==> src/sv/mbe_pkg.sv <==
// Shared types and constants for the escape-time pixel evaluator.
package mbe_pkg;

  localparam int COORD_W     = 32;               // Q-format coordinate width
  localparam int SIDE_W      = 13;               // image side register width
  localparam int PIX_W       = 12;               // column / row width
  localparam int LEVEL_W     = 8;                // level / count width
  localparam int INDEX_W     = 24;               // pixel index width
  localparam int SPAN_W      = COORD_W + 1;      // exact window span
  localparam int DIV_BITS    = SPAN_W;           // quotient bits, one per step
  localparam int DIV_CNT_W   = $clog2(DIV_BITS);
  localparam int CFG_ADDR_W  = 3;
  localparam int IN_TDATA_W  = 2 * PIX_W;
  localparam int OUT_TDATA_W = INDEX_W + LEVEL_W + COORD_W;

  // register indexes of the configuration port
  localparam logic [CFG_ADDR_W-1:0] CFG_WINDOW_LEFT   = 3'd0;
  localparam logic [CFG_ADDR_W-1:0] CFG_WINDOW_RIGHT  = 3'd1;
  localparam logic [CFG_ADDR_W-1:0] CFG_WINDOW_BOTTOM = 3'd2;
  localparam logic [CFG_ADDR_W-1:0] CFG_WINDOW_TOP    = 3'd3;
  localparam logic [CFG_ADDR_W-1:0] CFG_IMAGE_WIDTH   = 3'd4;
  localparam logic [CFG_ADDR_W-1:0] CFG_IMAGE_HEIGHT  = 3'd5;
  localparam logic [CFG_ADDR_W-1:0] CFG_MAX_LEVELS    = 3'd6;
  localparam logic [CFG_ADDR_W-1:0] CFG_COLOR_BASE    = 3'd7;

  localparam logic [SIDE_W-1:0]  RST_IMAGE_WIDTH  = 13'd640;
  localparam logic [SIDE_W-1:0]  RST_IMAGE_HEIGHT = 13'd480;
  localparam logic [LEVEL_W-1:0] RST_MAX_LEVELS   = 8'd64;
  localparam logic [COORD_W-1:0] RST_COLOR_BASE   = 32'd0;

  typedef enum logic [2:0] {
    ST_IDLE,
    ST_DIV,
    ST_MAP_MUL,
    ST_MAP_SUM,
    ST_ITER_MUL,
    ST_ITER_UPD,
    ST_DONE
  } state_t;

  // controller -> datapath
  typedef struct packed {
    logic load;
    logic div_step;
    logic map_mul;
    logic map_sum;
    logic iter_mul;
    logic iter_upd;
    logic out_load;
  } cmd_t;

  // datapath -> controller
  typedef struct packed {
    logic escaped;
    logic iter_last;
    logic levels_zero;
  } sts_t;

  function automatic logic signed [COORD_W-1:0] sat32(input logic signed [63:0] v);
    logic signed [63:0] hi;
    logic signed [63:0] lo;
    hi = (64'sd1 <<< (COORD_W-1)) - 64'sd1;
    lo = -(64'sd1 <<< (COORD_W-1));
    if (v > hi) begin
      sat32 = hi[COORD_W-1:0];
    end else if (v < lo) begin
      sat32 = lo[COORD_W-1:0];
    end else begin
      sat32 = v[COORD_W-1:0];
    end
  endfunction

endpackage

==> src/sv/mbe_ctrl.sv <==
// Sequencer for the escape-time evaluator: division, mapping, iteration, output.
module mbe_ctrl (
  input  logic          clk,
  input  logic          rst_n,
  input  logic          in_valid,
  input  logic          out_free,
  input  mbe_pkg::sts_t sts,
  output mbe_pkg::cmd_t cmd,
  output logic          idle
);

  mbe_pkg::state_t                    state_r, state_nxt;
  logic [mbe_pkg::DIV_CNT_W-1:0]      div_cnt_r, div_cnt_nxt;
  logic                               div_last;

  assign div_last = (div_cnt_r == mbe_pkg::DIV_CNT_W'(mbe_pkg::DIV_BITS - 1));

  always_ff @(posedge clk) begin
    if (!rst_n) begin
      state_r   <= mbe_pkg::ST_IDLE;
      div_cnt_r <= '0;
    end else begin
      state_r   <= state_nxt;
      div_cnt_r <= div_cnt_nxt;
    end
  end

  // next state
  always_comb begin
    state_nxt   = state_r;
    div_cnt_nxt = '0;
    case (state_r)
      mbe_pkg::ST_IDLE: begin
        if (in_valid) state_nxt = mbe_pkg::ST_DIV;
      end
      mbe_pkg::ST_DIV: begin
        div_cnt_nxt = div_cnt_r + 1'b1;
        if (div_last) begin
          state_nxt   = mbe_pkg::ST_MAP_MUL;
          div_cnt_nxt = '0;
        end
      end
      mbe_pkg::ST_MAP_MUL: state_nxt = mbe_pkg::ST_MAP_SUM;
      mbe_pkg::ST_MAP_SUM: begin
        state_nxt = sts.levels_zero ? mbe_pkg::ST_DONE : mbe_pkg::ST_ITER_MUL;
      end
      mbe_pkg::ST_ITER_MUL: state_nxt = mbe_pkg::ST_ITER_UPD;
      mbe_pkg::ST_ITER_UPD: begin
        state_nxt = (sts.escaped || sts.iter_last) ? mbe_pkg::ST_DONE
                                                   : mbe_pkg::ST_ITER_MUL;
      end
      mbe_pkg::ST_DONE: begin
        if (out_free) state_nxt = mbe_pkg::ST_IDLE;
      end
      default: state_nxt = mbe_pkg::ST_IDLE;
    endcase
  end

  // outputs
  always_comb begin
    cmd  = '0;
    idle = 1'b0;
    case (state_r)
      mbe_pkg::ST_IDLE: begin
        idle     = 1'b1;
        cmd.load = in_valid;
      end
      mbe_pkg::ST_DIV:      cmd.div_step = 1'b1;
      mbe_pkg::ST_MAP_MUL:  cmd.map_mul  = 1'b1;
      mbe_pkg::ST_MAP_SUM:  cmd.map_sum  = 1'b1;
      mbe_pkg::ST_ITER_MUL: cmd.iter_mul = 1'b1;
      mbe_pkg::ST_ITER_UPD: cmd.iter_upd = 1'b1;
      mbe_pkg::ST_DONE:     cmd.out_load = out_free;
      default: ;
    endcase
  end

endmodule

==> config.mk <==
export PLATFORM = sky130hd
export DESIGN_NAME = mbe_ctrl
export DESIGN_NICKNAME = d
export VERILOG_FILES = /design/src/sv/mbe_pkg.sv /design/src/sv/mbe_ctrl.sv
export SDC_FILE = /design/constraint.sdc
export NUM_CORES = 1
export LEC_CHECK = 0
export BUFFER_PORTS_ARGS = -buffer_cell sky130_fd_sc_hd__buf_2
export CAP_MARGIN = 10
export CELL_PAD_IN_SITES_DETAIL_PLACEMENT = 0
export CELL_PAD_IN_SITES_GLOBAL_PLACEMENT = 1
export CORE_MARGIN = 2
export CORE_UTILIZATION = 34
export CTS_CLUSTER_DIAMETER = 150
export CTS_CLUSTER_SIZE = 10
export DETAILED_ROUTE_END_ITERATION = 7
export PLACE_DENSITY_LB_ADDON = 0.1
export SLEW_MARGIN = 20
export SYNTH_ARGS = -nofsm -noshare
export SYNTH_HDL_FRONTEND = slang
export SYNTH_SLANG_ARGS = --single-unit
==> constraint.sdc <==
create_clock -name clk -period 1.53 [get_ports clk]
set_input_delay 0.306 -clock clk [delete_from_list [all_inputs] [get_ports clk]]
set_output_delay 0.306 -clock clk [all_outputs]
set_load 0.1 [all_outputs]
==> impl_results.html <==
<table>
<tr><th>Metric</th><th>Value</th></tr>
<tr><th colspan="2">STA</th></tr>
<tr><td>Maximum clock frequency</td><td>roughly 650 MHz</td></tr>
<tr><td>Final count of negative-setup-slack endpoints</td><td>1</td></tr>
<tr><td>Setup slack after layout</td><td>-0.00281 ns</td></tr>
<tr><td>Final number of max-transition violations</td><td>0</td></tr>
<tr><td>Max Clock Skew</td><td>between 0.006 and 0.007 ns</td></tr>
<tr><td>Setup TNS</td><td>-0.00281 ns</td></tr>
<tr><td>Setup repair after global routing missed its margin</td><td>true</td></tr>
<tr><td>Slew at the pin closest to its max-slew limit</td><td>just over 0.3 ns</td></tr>
<tr><td>Number of hold-slack violations in the final timing report</td><td>0</td></tr>
<tr><td>Relative slew slack</td><td>0.792</td></tr>
<tr><td>Crit share post-route</td><td>1.00</td></tr>
<tr><td>Post-route minimum period</td><td>~1.5 ns</td></tr>
<tr><th colspan="2">Run</th></tr>
<tr><td>Count of maximum capacitance violations</td><td>0</td></tr>
<tr><th colspan="2">Synth</th></tr>
<tr><td>Per-instance average area after synthesis</td><td>8.07 µm²</td></tr>
<tr><td>Post-Synthesis Net Count</td><td>just over 70</td></tr>
<tr><td>Sequential share of the synthesized area</td><td>0.360</td></tr>
<tr><td>Synth Instances</td><td>62</td></tr>
<tr><td>Yosys reg bits</td><td>9</td></tr>
<tr><td>Share of the synthesized area in compound gates (AO/OA/AOI/OAI)</td><td>0.105</td></tr>
<tr><td>Top-area cell type share of the netlist area</td><td>0.360</td></tr>
<tr><td>Adder-cell share of the synthesized area</td><td>0.0500</td></tr>
<tr><td>Post-Synth Simple-Gate Area</td><td>0.293</td></tr>
<tr><td>Combinational family with the most area after synthesis</td><td>simple AND/OR/NAND/NOR gates</td></tr>
<tr><td>Number of synthesis warnings</td><td>0</td></tr>
<tr><td>Count of cell types in the netlist</td><td>25</td></tr>
<tr><td>Largest area contributor in the netlist</td><td>dfxtp_1</td></tr>
<tr><td>Cell area after technology mapping</td><td>between 500 and 600 µm²</td></tr>
<tr><td>Synth area leaders</td><td>dfxtp_1 36%, inv_1 6.8%, nor2_2 6.3%</td></tr>
<tr><td>Synthesized-area fraction occupied by xor and xnor cells</td><td>0.0700</td></tr>
<tr><td>Share of synthesized area spent on multiplexers</td><td>0</td></tr>
<tr><th colspan="2">Clock network</th></tr>
<tr><td>Clock insertion delay at the later pin of the skew report</td><td>~0.27 ns</td></tr>
<tr><td>Maximum count of clock buffers along a single path</td><td>2</td></tr>
<tr><td>Hold buffers post-CTS</td><td>0</td></tr>
<tr><td>Number of levels the H-tree was split into</td><td>1</td></tr>
<tr><td>Cell at the root of the clock tree</td><td>clkbuf_4</td></tr>
<tr><td>Worst-path clk slew</td><td>around 0.060 ns</td></tr>
<tr><td>Cts bufs inserted</td><td>3</td></tr>
<tr><td>TritonCTS sink count</td><td>9</td></tr>
<tr><td>CTS tree</td><td>done</td></tr>
<tr><th colspan="2">Drt</th></tr>
<tr><td>DRC violations left</td><td>0</td></tr>
<tr><td>Detail-routed via count per cell</td><td>4.89</td></tr>
<tr><td>Average routed wire per standard cell</td><td>11.7 µm</td></tr>
<tr><td>Number of detailed-routing iterations run before antenna repair</td><td>3</td></tr>
<tr><td>Routed wire length</td><td>1160 µm</td></tr>
<tr><td>DRT iter0 DRCs</td><td>8</td></tr>
<tr><td>Vias post-DR</td><td>around 480</td></tr>
<tr><td>Detail Route Antenna Nets</td><td>0</td></tr>
<tr><th colspan="2">Global route</th></tr>
<tr><td>Vias in the first global route</td><td>between 400 and 500</td></tr>
<tr><td>Global-route wire length before repair</td><td>around 1900 µm</td></tr>
<tr><td>Number of antenna violations at the first check in global routing</td><td>0</td></tr>
<tr><td>GR Util All Layers</td><td>0.141</td></tr>
<tr><td>Largest net degree at the start of global routing</td><td>8</td></tr>
<tr><td>Overflow after GRT</td><td>0</td></tr>
<tr><th colspan="2">Outcome</th></tr>
<tr><td>Status</td><td>finished, violations left</td></tr>
<tr><td>Violated checks</td><td>negative setup slack</td></tr>
<tr><th colspan="2">Placement</th></tr>
<tr><td>Dpl cell area</td><td>783 µm²</td></tr>
<tr><td>Place WS</td><td>~0.13 ns</td></tr>
<tr><td># placed instances</td><td>between 90 and 100</td></tr>
<tr><td>Detail Placement HPWL</td><td>886 µm</td></tr>
<tr><td>Port buffer count</td><td>14</td></tr>
<tr><td>Global placement routability congestion</td><td>0.742</td></tr>
<tr><th colspan="2">Final layout</th></tr>
<tr><td>Antenna Cells</td><td>0</td></tr>
<tr><td>Fin area</td><td>881 µm²</td></tr>
<tr><td>Most frequent cells in the layout</td><td>10 x buf_12, 8 x inv_1, 6 x dfxtp_1, 6 x buf_2, 5 x nor2_2</td></tr>
<tr><td>Sequential cell area in the final layout</td><td>189 µm²</td></tr>
<tr><td>Ratio of cells with drive above 1 in the final layout</td><td>0.512</td></tr>
<tr><td>Post-route insts no fill</td><td>99</td></tr>
<tr><td>Commonest non-fill, non-tap cell in the layout</td><td>buf_12</td></tr>
<tr><td>Number of fill cells in the layout</td><td>120</td></tr>
<tr><td>Multi-input logic area</td><td>roughly 340 µm²</td></tr>
<tr><td>Layout overhead on the synthesized area</td><td>76.0%</td></tr>
<tr><td>Nets</td><td>94</td></tr>
<tr><th colspan="2">Floorplanning</th></tr>
<tr><td>Initial Util</td><td>0.375</td></tr>
<tr><td>Count of boundary I/O pins</td><td>15</td></tr>
<tr><td>Row count</td><td>13</td></tr>
<tr><td>Overall die width</td><td>between 40 and 50 µm</td></tr>
<tr><td>Full die area</td><td>around 1800 µm²</td></tr>
<tr><td>Die height</td><td>between 40 and 50 µm</td></tr>
<tr><td>Core Area</td><td>1330 µm²</td></tr>
<tr><th colspan="2">Worst setup path</th></tr>
<tr><td>Startpoint Class</td><td>register</td></tr>
<tr><td>Critical Setup Path Class</td><td>reg2out</td></tr>
<tr><td>CP required</td><td>1.22 ns</td></tr>
<tr><td>Maximum fanout count along the critical path</td><td>3</td></tr>
<tr><td>Arrival time reported for the critical path endpoint</td><td>1.23 ns</td></tr>
<tr><td>Element type at the critical path end</td><td>primary output</td></tr>
<tr><td>Worst R2R Path Depth</td><td>6</td></tr>
<tr><th colspan="2">Power</th></tr>
<tr><td>Maximum ir drop on the vdd rail</td><td>slightly above 0.9 mV</td></tr>
<tr><td>Power density over the cells</td><td>1440 nW/µm²</td></tr>
<tr><td>Pleak</td><td>0.340 nW</td></tr>
<tr><th colspan="2">Hold path</th></tr>
<tr><td>Hold Crit Depth</td><td>2</td></tr>
<tr><td>Path category of the worst min-delay check</td><td>in2reg</td></tr>
</table>
==> path summary, 6_finish.rpt <==
path / startpoint / end / slack, ns
worst max-delay path: state_r[0] / cmd[6] / -0.003
worst min-delay path: out_free / state_r[1] / 0.28
worst max register to register: div_cnt_r[0] / state_r[0] / 0.16
worst min register to register: div_cnt_r[0] / div_cnt_r[0] / 0.47
==> Yosys cell counts <==
| cell | count |
|---|---|
| nand2_1 | 2 |
| o21ai_0 | 2 |
| xor2_1 | 2 |
| nor2_2 | 5 |
| or2_1 | 1 |
| xnor2_1 | 2 |
| buf_2 | 1 |
| a21oi_1 | 2 |
| nand2b_1 | 1 |
| nor2b_1 | 1 |
| nand3_1 | 4 |
| inv_1 | 9 |
| o32ai_1 | 1 |
| buf_6 | 2 |
| nor3_1 | 4 |
| ha_1 | 2 |
| dfxtp_1 | 9 |
| and3_1 | 1 |
| o2111ai_1 | 1 |
| and2_1 | 1 |
| o22ai_1 | 1 |
| o311ai_1 | 1 |
| nor2_4 | 1 |
| nor2_1 | 5 |
| nor4_1 | 1 |
==> worst max-delay path: stages, from the launching register on <==
cell	delay, ns
dfxtp_2	0.32
buf_4	0.13
nor3_4	0.17
and2_4	0.17
buf_12	0.16
==> power breakdown <==
part           switching, W  total, W  internal, W
Sequential        0.0000281  0.000288     0.000260
Combinational      0.000479  0.000796     0.000317
Clock             0.0000815  0.000182     0.000100
Total              0.000589   0.00127     0.000678
==> stage by stage <==
stage | utilization | total power [W] | hold slack [ns]
after global placement | 0.587 | 0.00101 | 0.452
final | 0.660 | 0.00127 | 0.284
after global routing | 0.660 | 0.00133 | 0.284
after detailed placement | 0.587 | 0.00101 | 0.454
after floorplan | - | 0.000791 | 0.423
after CTS | 0.622 | 0.00122 | 0.286
==> area by class of cell <==
| type | count | share of cell area |
|---|---|---|
| inverters | 9 | 0.0440 |
| repair buffers | 21 | 0.308 |
| well taps | 15 | 0.0213 |
| clock buffers | 4 | 0.0298 |
| flip-flops and latches | 9 | 0.214 |
| multi-input cells | 41 | 0.382 |
==> per-layer routing <==
| layer | global-route usage | wire, µm |
|---|---|---|
| met5 | 0 | 0 |
| met4 | 0.0688 | 21 |
| met3 | 0.0690 | 55 |
| met2 | 0.197 | 550 |
| met1 | 0.178 | 532 |
==> registers in the layout, summed over array words and instances, names as in the netlist <==
| signal | cells |
|---|---|
| div_cnt_r | 6 |
| state_r | 3 |
==> cell families after synthesis <==
| family | after synthesis |
|---|---|
| adder cells (fa/ha/maj) | 2 |
| flip-flops | 9 |
| AND/OR/NAND/NOR | 27 |
| XOR/XNOR | 4 |
| buffers and inverters | 12 |
| AO/OA/AOI/OAI | 8 |
==> what timing repair did <==
action | 4_1_cts | 5_1_grt
gates cloned | 0 | 0
pin swaps | 1 | 3
gates resized for setup | 3 | 7
endpoints found under the setup margin | 7 | 6
setup buffers | 2 | 2
(Power assumes the default switching activity.)
